**src/rtl/core/sbnh_pkg.sv**
```systemverilog
package sbnh_pkg;

  localparam int CoordWidth = 24;
  localparam int OwnerWidth = 16;

  typedef struct packed {
    logic [CoordWidth-1:0] seg_start_x;
    logic [CoordWidth-1:0] seg_start_y;
    logic [CoordWidth-1:0] seg_end_x;
    logic [CoordWidth-1:0] seg_end_y;
    logic [OwnerWidth-1:0] skip_owner;
    logic [CoordWidth-1:0] box_left;
    logic [CoordWidth-1:0] box_top;
    logic [CoordWidth-2:0] box_width;
    logic [CoordWidth-2:0] box_height;
    logic [OwnerWidth-1:0] box_owner;
    logic                  last_box;
  } sbnh_in_t;

  typedef struct packed {
    logic                  hit_found;
    logic [CoordWidth-1:0] hit_x;
    logic [CoordWidth-1:0] hit_y;
    logic [1:0]            hit_edge;
    logic [OwnerWidth-1:0] hit_owner;
  } sbnh_out_t;

  typedef enum logic [3:0] {
    S_IDLE,
    S_SQ,
    S_SQW,
    S_CULL,
    S_EDGE,
    S_EMUL,
    S_EMULW,
    S_DIV,
    S_QSQ,
    S_QSQW,
    S_NEXT,
    S_OUT
  } sbnh_state_t;

  localparam logic [1:0] EDGE_TOP    = 2'd0;
  localparam logic [1:0] EDGE_LEFT   = 2'd1;
  localparam logic [1:0] EDGE_RIGHT  = 2'd2;
  localparam logic [1:0] EDGE_BOTTOM = 2'd3;

endpackage

```
**src/rtl/core/sbnh_mul.sv**
```systemverilog
module sbnh_mul #(
  parameter int OpWidth = sbnh_pkg::CoordWidth + 2
) (
  input  logic                   clk,
  input  logic [OpWidth-1:0]     op_a,
  input  logic [OpWidth-1:0]     op_b,
  output logic [2*OpWidth-1:0]   prod_r
);

  always_ff @(posedge clk) begin
    prod_r <= op_a * op_b;
  end

endmodule

```
**src/rtl/core/sbnh_div.sv**
```systemverilog
module sbnh_div #(
  parameter int QuoWidth = sbnh_pkg::CoordWidth + 1,
  parameter int DvdWidth = 2 * QuoWidth
) (
  input  logic                    clk,
  input  logic                    rst_n,
  input  logic                    start,
  input  logic [DvdWidth-1:0]     dividend,
  input  logic [QuoWidth-1:0]     divisor,
  output logic                    done,
  output logic [QuoWidth-1:0]     quotient
);
  import sbnh_pkg::*;

  localparam int CntWidth = $clog2(QuoWidth + 1);

  logic [QuoWidth-1:0] rem_r, rem_nxt;
  logic [QuoWidth-1:0] low_r, low_nxt;
  logic [QuoWidth-1:0] quo_r, quo_nxt;
  logic [CntWidth-1:0] cnt_r, cnt_nxt;
  logic                busy_r, busy_nxt;
  logic                done_r, done_nxt;
  logic [QuoWidth:0]   trial;
  logic                fits;

  assign trial = {rem_r, low_r[QuoWidth-1]};
  assign fits  = trial >= {1'b0, divisor};

  always_comb begin
    rem_nxt  = rem_r;
    low_nxt  = low_r;
    quo_nxt  = quo_r;
    cnt_nxt  = cnt_r;
    busy_nxt = busy_r;
    done_nxt = 1'b0;
    if (start) begin
      rem_nxt  = dividend[2*QuoWidth-1:QuoWidth];
      low_nxt  = dividend[QuoWidth-1:0];
      cnt_nxt  = CntWidth'(QuoWidth);
      busy_nxt = 1'b1;
    end else if (busy_r) begin
      rem_nxt = fits ? QuoWidth'(trial - {1'b0, divisor}) : trial[QuoWidth-1:0];
      low_nxt = {low_r[QuoWidth-2:0], 1'b0};
      quo_nxt = {quo_r[QuoWidth-2:0], fits};
      cnt_nxt = cnt_r - 1'b1;
      if (cnt_r == CntWidth'(1)) begin
        busy_nxt = 1'b0;
        done_nxt = 1'b1;
      end
    end
  end

  always_ff @(posedge clk) begin
    if (!rst_n) begin
      busy_r <= 1'b0;
      done_r <= 1'b0;
      cnt_r  <= '0;
    end else begin
      busy_r <= busy_nxt;
      done_r <= done_nxt;
      cnt_r  <= cnt_nxt;
    end
  end

  always_ff @(posedge clk) begin
    rem_r <= rem_nxt;
    low_r <= low_nxt;
    quo_r <= quo_nxt;
  end

  assign done     = done_r;
  assign quotient = quo_r;

endmodule

```
**src/rtl/core/segment_box_nearest_hit.sv**
```systemverilog
// Per box: six differences are squared, then the owner skip and corner cull are checked;
//   otherwise each edge is tested, and a crossed edge adds a multiply, a CoordWidth+1
//   step serial divide and a square. One box at a time: in_ready is high only in idle,
//   so a new box is not taken until the last one is through.
// A result waiting on out_ready holds only the next query's result, not the next box.
// Reset (rst_n low, synchronous) returns to idle, closes the query, drops out_valid.
module segment_box_nearest_hit (
  input  logic                clk,
  input  logic                rst_n,
  input  logic                in_valid,
  output logic                in_ready,
  input  sbnh_pkg::sbnh_in_t  in_data,
  output logic                out_valid,
  input  logic                out_ready,
  output sbnh_pkg::sbnh_out_t out_data
);
  import sbnh_pkg::*;

  localparam int W  = CoordWidth;
  localparam int EW = W + 2;
  localparam int MW = W + 2;
  localparam int PW = 2 * MW;
  localparam int DW = PW + 1;
  localparam int QW = W + 1;
  localparam int RW = W + 3;

  sbnh_state_t state_r, state_nxt;
  sbnh_in_t    in_r;
  sbnh_out_t   out_r, out_nxt;
  logic        out_valid_r, out_valid_nxt;
  logic        open_r, open_nxt;
  logic        bvalid_r, bvalid_nxt;
  logic [DW-1:0] bdist_r, bdist_nxt;
  logic [W-1:0]  bx_r, bx_nxt, by_r, by_nxt;
  logic [1:0]    bedge_r, bedge_nxt;
  logic [OwnerWidth-1:0] bown_r, bown_nxt;
  logic [2:0]    k_r, k_nxt;
  logic [1:0]    e_r, e_nxt;
  logic [PW-1:0] sq_r [6];

  logic signed [EW-1:0] sx, sy, ex, ey, x0, y0, x1, y1;
  logic signed [EW-1:0] dif [6];
  logic signed [EW-1:0] a_e, dfix, drun, srun, lo_e, hi_e, fix_e;
  logic                 horiz, ext_zero, cross_ok;
  logic [2:0]           fix_idx;
  logic [MW-1:0]        op_a, op_b;
  logic [PW-1:0]        prod;
  logic                 div_start, div_done;
  logic [QW-1:0]        quo;
  logic signed [RW-1:0] run;
  logic                 neg, in_range;
  logic [DW-1:0]        len, dnew, c00, c10, c01, c11;
  logic                 skip;

  function automatic logic [MW-1:0] mag_f(logic signed [EW-1:0] v);
    return v[EW-1] ? MW'(-v) : MW'(v);
  endfunction

  assign sx = {{2{in_r.seg_start_x[W-1]}}, in_r.seg_start_x};
  assign sy = {{2{in_r.seg_start_y[W-1]}}, in_r.seg_start_y};
  assign ex = {{2{in_r.seg_end_x[W-1]}}, in_r.seg_end_x};
  assign ey = {{2{in_r.seg_end_y[W-1]}}, in_r.seg_end_y};
  assign x0 = {{2{in_r.box_left[W-1]}}, in_r.box_left};
  assign y0 = {{2{in_r.box_top[W-1]}}, in_r.box_top};
  assign x1 = x0 + {3'b000, in_r.box_width};
  assign y1 = y0 + {3'b000, in_r.box_height};

  assign dif[0] = ex - sx;
  assign dif[1] = ey - sy;
  assign dif[2] = x0 - sx;
  assign dif[3] = x1 - sx;
  assign dif[4] = y0 - sy;
  assign dif[5] = y1 - sy;

  always_comb begin
    a_e = dif[4]; fix_e = y0; fix_idx = 3'd4; horiz = 1'b1;
    case (e_r)
      EDGE_TOP:    begin a_e = dif[4]; fix_e = y0; fix_idx = 3'd4; horiz = 1'b1; end
      EDGE_LEFT:   begin a_e = dif[2]; fix_e = x0; fix_idx = 3'd2; horiz = 1'b0; end
      EDGE_RIGHT:  begin a_e = dif[3]; fix_e = x1; fix_idx = 3'd3; horiz = 1'b0; end
      default:     begin a_e = dif[5]; fix_e = y1; fix_idx = 3'd5; horiz = 1'b1; end
    endcase
    dfix     = horiz ? dif[1] : dif[0];
    drun     = horiz ? dif[0] : dif[1];
    srun     = horiz ? sx : sy;
    lo_e     = horiz ? x0 : y0;
    hi_e     = horiz ? x1 : y1;
    ext_zero = horiz ? (in_r.box_width == '0) : (in_r.box_height == '0);
  end

  assign cross_ok = !ext_zero && (dfix != '0) &&
                    (!dfix[EW-1] ? (!a_e[EW-1] && a_e <= dfix)
                                 : (a_e <= 0 && a_e >= dfix));

  assign neg      = (a_e[EW-1] ^ drun[EW-1]) ^ dfix[EW-1];
  assign run      = neg ? (RW'(srun) - RW'({1'b0, quo}))
                        : (RW'(srun) + RW'({1'b0, quo}));
  assign in_range = (run >= RW'(lo_e)) && (run <= RW'(hi_e));
  assign dnew     = DW'(prod) + DW'(sq_r[fix_idx]);

  assign len = DW'(sq_r[0]) + DW'(sq_r[1]);
  assign c00 = DW'(sq_r[2]) + DW'(sq_r[4]);
  assign c10 = DW'(sq_r[3]) + DW'(sq_r[4]);
  assign c01 = DW'(sq_r[2]) + DW'(sq_r[5]);
  assign c11 = DW'(sq_r[3]) + DW'(sq_r[5]);
  assign skip = (in_r.box_owner == in_r.skip_owner) ||
                ((len < c00) && (len < c10) && (len < c01) && (len < c11));

  always_comb begin
    op_a = '0;
    op_b = '0;
    unique case (state_r)
      S_SQ:    begin op_a = mag_f(dif[k_r]); op_b = mag_f(dif[k_r]); end
      S_EMUL:  begin op_a = mag_f(a_e); op_b = mag_f(drun); end
      S_QSQ:   begin op_a = MW'(quo); op_b = MW'(quo); end
      default: begin op_a = '0; op_b = '0; end
    endcase
  end

  sbnh_mul #(.OpWidth(MW)) u_mul (
    .clk    (clk),
    .op_a   (op_a),
    .op_b   (op_b),
    .prod_r (prod)
  );

  assign div_start = (state_r == S_EMULW);

  sbnh_div #(.QuoWidth(QW), .DvdWidth(2 * QW)) u_div (
    .clk      (clk),
    .rst_n    (rst_n),
    .start    (div_start),
    .dividend (prod[2*QW-1:0]),
    .divisor  (QW'(mag_f(dfix))),
    .done     (div_done),
    .quotient (quo)
  );

  always_comb begin
    state_nxt     = state_r;
    out_nxt       = out_r;
    out_valid_nxt = out_valid_r;
    open_nxt      = open_r;
    bvalid_nxt    = bvalid_r;
    bdist_nxt     = bdist_r;
    bx_nxt        = bx_r;
    by_nxt        = by_r;
    bedge_nxt     = bedge_r;
    bown_nxt      = bown_r;
    k_nxt         = k_r;
    e_nxt         = e_r;
    if (out_valid_r && out_ready) out_valid_nxt = 1'b0;
    unique case (state_r)
      S_IDLE: begin
        if (in_valid) begin
          k_nxt     = '0;
          state_nxt = S_SQ;
        end
      end
      S_SQ: state_nxt = S_SQW;
      S_SQW: begin
        if (k_r == 3'd5) begin
          state_nxt = S_CULL;
        end else begin
          k_nxt     = k_r + 3'd1;
          state_nxt = S_SQ;
        end
      end
      S_CULL: begin
        if (!open_r) begin
          bdist_nxt  = len;
          bvalid_nxt = 1'b0;
          open_nxt   = 1'b1;
        end
        if (skip) begin
          e_nxt     = EDGE_BOTTOM;
          state_nxt = S_NEXT;
        end else begin
          e_nxt     = EDGE_TOP;
          state_nxt = S_EDGE;
        end
      end
      S_EDGE:  state_nxt = cross_ok ? S_EMUL : S_NEXT;
      S_EMUL:  state_nxt = S_EMULW;
      S_EMULW: state_nxt = S_DIV;
      S_DIV:   if (div_done) state_nxt = S_QSQ;
      S_QSQ:   state_nxt = S_QSQW;
      S_QSQW: begin
        if (in_range && (dnew < bdist_r)) begin
          bdist_nxt  = dnew;
          bvalid_nxt = 1'b1;
          bx_nxt     = horiz ? run[W-1:0] : fix_e[W-1:0];
          by_nxt     = horiz ? fix_e[W-1:0] : run[W-1:0];
          bedge_nxt  = e_r;
          bown_nxt   = in_r.box_owner;
        end
        state_nxt = S_NEXT;
      end
      S_NEXT: begin
        if (e_r == EDGE_BOTTOM) begin
          state_nxt = in_r.last_box ? S_OUT : S_IDLE;
        end else begin
          e_nxt     = e_r + 2'd1;
          state_nxt = S_EDGE;
        end
      end
      S_OUT: begin
        if (!out_valid_r || out_ready) begin
          out_nxt.hit_found = bvalid_r;
          out_nxt.hit_x     = bvalid_r ? bx_r : '0;
          out_nxt.hit_y     = bvalid_r ? by_r : '0;
          out_nxt.hit_edge  = bvalid_r ? bedge_r : EDGE_TOP;
          out_nxt.hit_owner = bvalid_r ? bown_r : '0;
          out_valid_nxt     = 1'b1;
          open_nxt          = 1'b0;
          bvalid_nxt        = 1'b0;
          state_nxt         = S_IDLE;
        end
      end
      default: state_nxt = S_IDLE;
    endcase
  end

  always_ff @(posedge clk) begin
    if (!rst_n) begin
      state_r     <= S_IDLE;
      out_valid_r <= 1'b0;
      open_r      <= 1'b0;
      bvalid_r    <= 1'b0;
      k_r         <= '0;
      e_r         <= EDGE_TOP;
    end else begin
      state_r     <= state_nxt;
      out_valid_r <= out_valid_nxt;
      open_r      <= open_nxt;
      bvalid_r    <= bvalid_nxt;
      k_r         <= k_nxt;
      e_r         <= e_nxt;
    end
  end

  always_ff @(posedge clk) begin
    if (state_r == S_IDLE && in_valid) in_r <= in_data;
    if (state_r == S_SQW) sq_r[k_r] <= prod;
    out_r   <= out_nxt;
    bdist_r <= bdist_nxt;
    bx_r    <= bx_nxt;
    by_r    <= by_nxt;
    bedge_r <= bedge_nxt;
    bown_r  <= bown_nxt;
  end

  assign in_ready  = (state_r == S_IDLE);
  assign out_valid = out_valid_r;
  assign out_data  = out_r;

endmodule

```
**config.mk**
```make
export PLATFORM = sky130hd
export DESIGN_NAME = segment_box_nearest_hit
export DESIGN_NICKNAME = d
export VERILOG_FILES = /design/src/rtl/core/sbnh_pkg.sv /design/src/rtl/core/sbnh_mul.sv /design/src/rtl/core/sbnh_div.sv /design/src/rtl/core/segment_box_nearest_hit.sv
export SDC_FILE = /design/constraint.sdc
export NUM_CORES = 2
export LEC_CHECK = 0
export ABC_AREA = 1
export BUFFER_PORTS_ARGS = -buffer_cell sky130_fd_sc_hd__buf_4
export CAP_MARGIN = 20
export CELL_PAD_IN_SITES_DETAIL_PLACEMENT = 1
export CELL_PAD_IN_SITES_GLOBAL_PLACEMENT = 2
export CORE_MARGIN = 5
export CORE_UTILIZATION = 42
export CTS_BUF_LIST = sky130_fd_sc_hd__clkbuf_4
export CTS_CLUSTER_DIAMETER = 30
export CTS_CLUSTER_SIZE = 30
export DETAILED_ROUTE_END_ITERATION = 6
export PLACE_DENSITY_LB_ADDON = 0.1
export SYNTH_ARGS = -nofsm -noshare
export SYNTH_HDL_FRONTEND = slang
export SYNTH_HIERARCHICAL = 1
export SYNTH_SLANG_ARGS = --single-unit
```
**constraint.sdc**
```tcl
create_clock -name clk -period 22.1 [get_ports clk]
set_clock_uncertainty 0.15 [all_clocks]
set_input_delay 5.525 -clock clk [delete_from_list [all_inputs] [get_ports clk]]
set_output_delay 5.525 -clock clk [all_outputs]
set_load 0.05 [all_outputs]
```
==> run metrics <==
outcome complete, no violations; final core occ 0.466; clk sink count 867; Worst path slowest cell edfxtp_1; most common flop cell mapped by yosys edfxtp_1; die width 503 um; first-pass GRT wire length 689000 um; pin slew with the least headroom to its limit 1310 ps; Multi-input gate area 0.0660 mm2; Worst EP required 23160 ps; Post-synth EDFFs 796; ranking of synthesized cells by area edfxtp_1, nand2_1, ha_1; All-Layer GR Usage 0.368; Fin. Hold Viols 0; CP Class reg2reg; Syn Inst Count 13.7k; routability congestion estimate 1.03; worst hold start in_r[12]$_DFFE_PP_; core footprint 0.241 mm2; Setup crit end kind flip-flop; flop-to-flop setup slack 8580 ps; Syn Nets 15.6k; fin crit period 13520 ps; H-Tree Depth 4; Data arrival, critical path 14580 ps; Num CTS Buffers 225; Synth Area per Inst 7.44 um2; MaxCap Viol Count 0; vias in the first global route 105k; I/O Buffers 295; Slew HR 0.116; area leader, netlist edfxtp_1; post-CTS setup buffers 0; Vias/cell 5.77; TritonCTS clock tree done; RSZ-0062 raised after global routing no; setup_tns 0 ps; Detailed Route Iter0 Violations 9310; hold bufs inserted after CTS 0; endpoint of the worst register-to-register path u_mul/prod_r[19]$_DFF_P_; post-synthesis register bit count 867; die area 0.253 mm2; Layout Nets 16.0k; fin area 0.112 mm2; Ys Warns 6; Worst-Skew Late Latency 1410 ps; post-synthesis sequential area ratio 0.248; die height 503 um; Synth top area share 0.234; Max Root-Sink Buffers 3; worst hold path stage count 0; Gates resized, CTS repair 0; routed via count 101k; final setup violation count 0; Slew Viols, Final 0; Row Count 180; antenna-violating nets left 0; FF+latch area 0.0253 mm2; final worst-path cycle share 0.612; Reg-to-Reg Start in_r[93]$_DFFE_PP_; Worst-path clk slew 100 ps; layout cells sized above 1 0.0851; Area Growth Syn to Fin 10.2%; GR Overflow Total 0; critical path peak fanout 26; FILL cells 30.2k; synth unique cells 95; num ports 296; cells on worst reg2reg path 50; initial antenna violation count 50; largest net degree at the start of global routing 95; most frequent CP cell nand2_1; Achievable Freq 0.0740 GHz; wire per inst 27.3 um; drt pass-1 iters 6; end of the worst hold path bown_r[11]$_DFFE_PP_; max incr delay on CP 710 ps; DP HPWL 397000 um; Initial Util 0.423; placed cell area 0.108 mm2; Post-Route WL 477000 um; hold crit path type reg2reg; Synth async-reset ratio 0; mapped cell area 0.102 mm2; DRC Markers 0; Setup crit start kind flip-flop; clock root buffer clkbuf_4
==> synthesized netlist by cell type, types with 37 or more instances <==
cell      instances
nor2_2           58
o21ai_0         607
a21oi_1         894
nor3_1          105
a21o_1           37
nor2_1          873
edfxtp_1        796
o21ai_1          51
nand2_2          70
ha_1           1097
xnor2_1         197
nand3_1         525
buf_2            42
nor4_1           44
xor2_1          292
inv_1          2453
a31oi_1          67
o22ai_1          63
nand3b_1         40
fa_1            590
nand4_1         196
dfxtp_1          71
nand2_1        3676
inv_2            49
o21a_1           49
clkbuf_1        265
o211ai_1         52
==> placed cells by master, fill, tap and decap left out, drive strengths merged, types with 67 or more instances in the layout <==
master | synthesis | routed
ha | 1097 | 1097
clkinv | 6 | 96
clkbuf | 265 | 235
fa | 590 | 590
a31oi | 67 | 67
a21oi | 912 | 912
buf | 67 | 463
nor2 | 942 | 942
xnor2 | 197 | 197
o21ai | 676 | 676
nand3 | 551 | 551
nand4 | 201 | 201
nand2 | 3749 | 3749
inv | 2502 | 2538
edfxtp | 796 | 796
dfxtp | 71 | 71
nor3 | 117 | 117
xor2 | 295 | 295
==> state kept, by name, indices dropped and copies added, names as in the netlist, 2 cells and up <==
register,count
out_data,67
ex,24
u_div/rem_r,25
by_r,24
bedge_r,2
u_div/quotient,25
state_r,4
u_mul/prod_r,52
in_r,175
bown_r,16
k_r,3
u_div/cnt_r,5
u_div/low_r,25
e_r,2
sq_r,312
bdist_r,53
bx_r,24
ey,24
==> cell type report <==
| type | count | area share |
|---|---|---|
| diodes | 20 | 0.000446 |
| well taps | 3185 | 0.0355 |
| clock inverters | 194 | 0.0198 |
| repair buffers | 464 | 0.0312 |
| inverters | 2508 | 0.0839 |
| multi-input cells | 9991 | 0.588 |
| flip-flops and latches | 867 | 0.226 |
| clock buffers | 234 | 0.0156 |
==> per-stage QoR <==
| step | hold slack (ps) | cells | worst slack [ps] |
|---|---|---|---|
| 4_1_cts | 292 | 17438 | 8930 |
| 3_5_place_dp | 314 | 17010 | 9030 |
| 2_1_floorplan | 276 | 13698 | 5870 |
| 6_report | 325 | 17463 | 8580 |
| 3_3_place_gp | 286 | 17009 | 9010 |
| 5_1_grt | 347 | 17448 | 8090 |
==> metal layers <==
layer	wire length [um]	GRT usage
met3	37300	0.0694
met2	216000	0.599
met4	23900	0.161
met1	199000	0.479
met5	129	0
==> worst max path at each step <==
stage	slack, ps	depth (start not counted)	endpoint	startpoint
after global routing	8090	51	u_mul/prod_r[50]$_DFF_P_	in_r[94]$_DFFE_PP_
after floorplan	5870	4	ex[0]$_DFFE_PP_	in_valid
final	8580	50	u_mul/prod_r[19]$_DFF_P_	in_r[93]$_DFFE_PP_
after CTS	8930	50	u_mul/prod_r[19]$_DFF_P_	in_r[94]$_DFFE_PP_
after detailed placement	9030	50	u_mul/prod_r[19]$_DFF_P_	in_r[94]$_DFFE_PP_
after global placement	9010	50	u_mul/prod_r[19]$_DFF_P_	in_r[99]$_DFFE_PP_
==> cell families after synthesis <==
logic type,count (synthesis),synth area share
xor gates and xnor gates,492,0.0425
and+or+nand+nor,5716,0.235
DFF,867,0.248
muxes,16,0.00157
adders and majority gates,1687,0.250
buffers and inverters,2840,0.105
AOI/OAI and AO/OA,2080,0.116
==> critical path: cells and delay by family (launching register included) <==
family,cells,cell delay [ps]
buffers and inverters,9,1200
AOI/OAI and AO/OA,7,1620
and+or+nand+nor,22,3390
adders and majority gates,10,5090
DFF,1,710
xor gates and xnor gates,2,1130
Power is not shown: default switching activity piles up to over one toggle a cycle in this logic, so the estimate is an artifact.
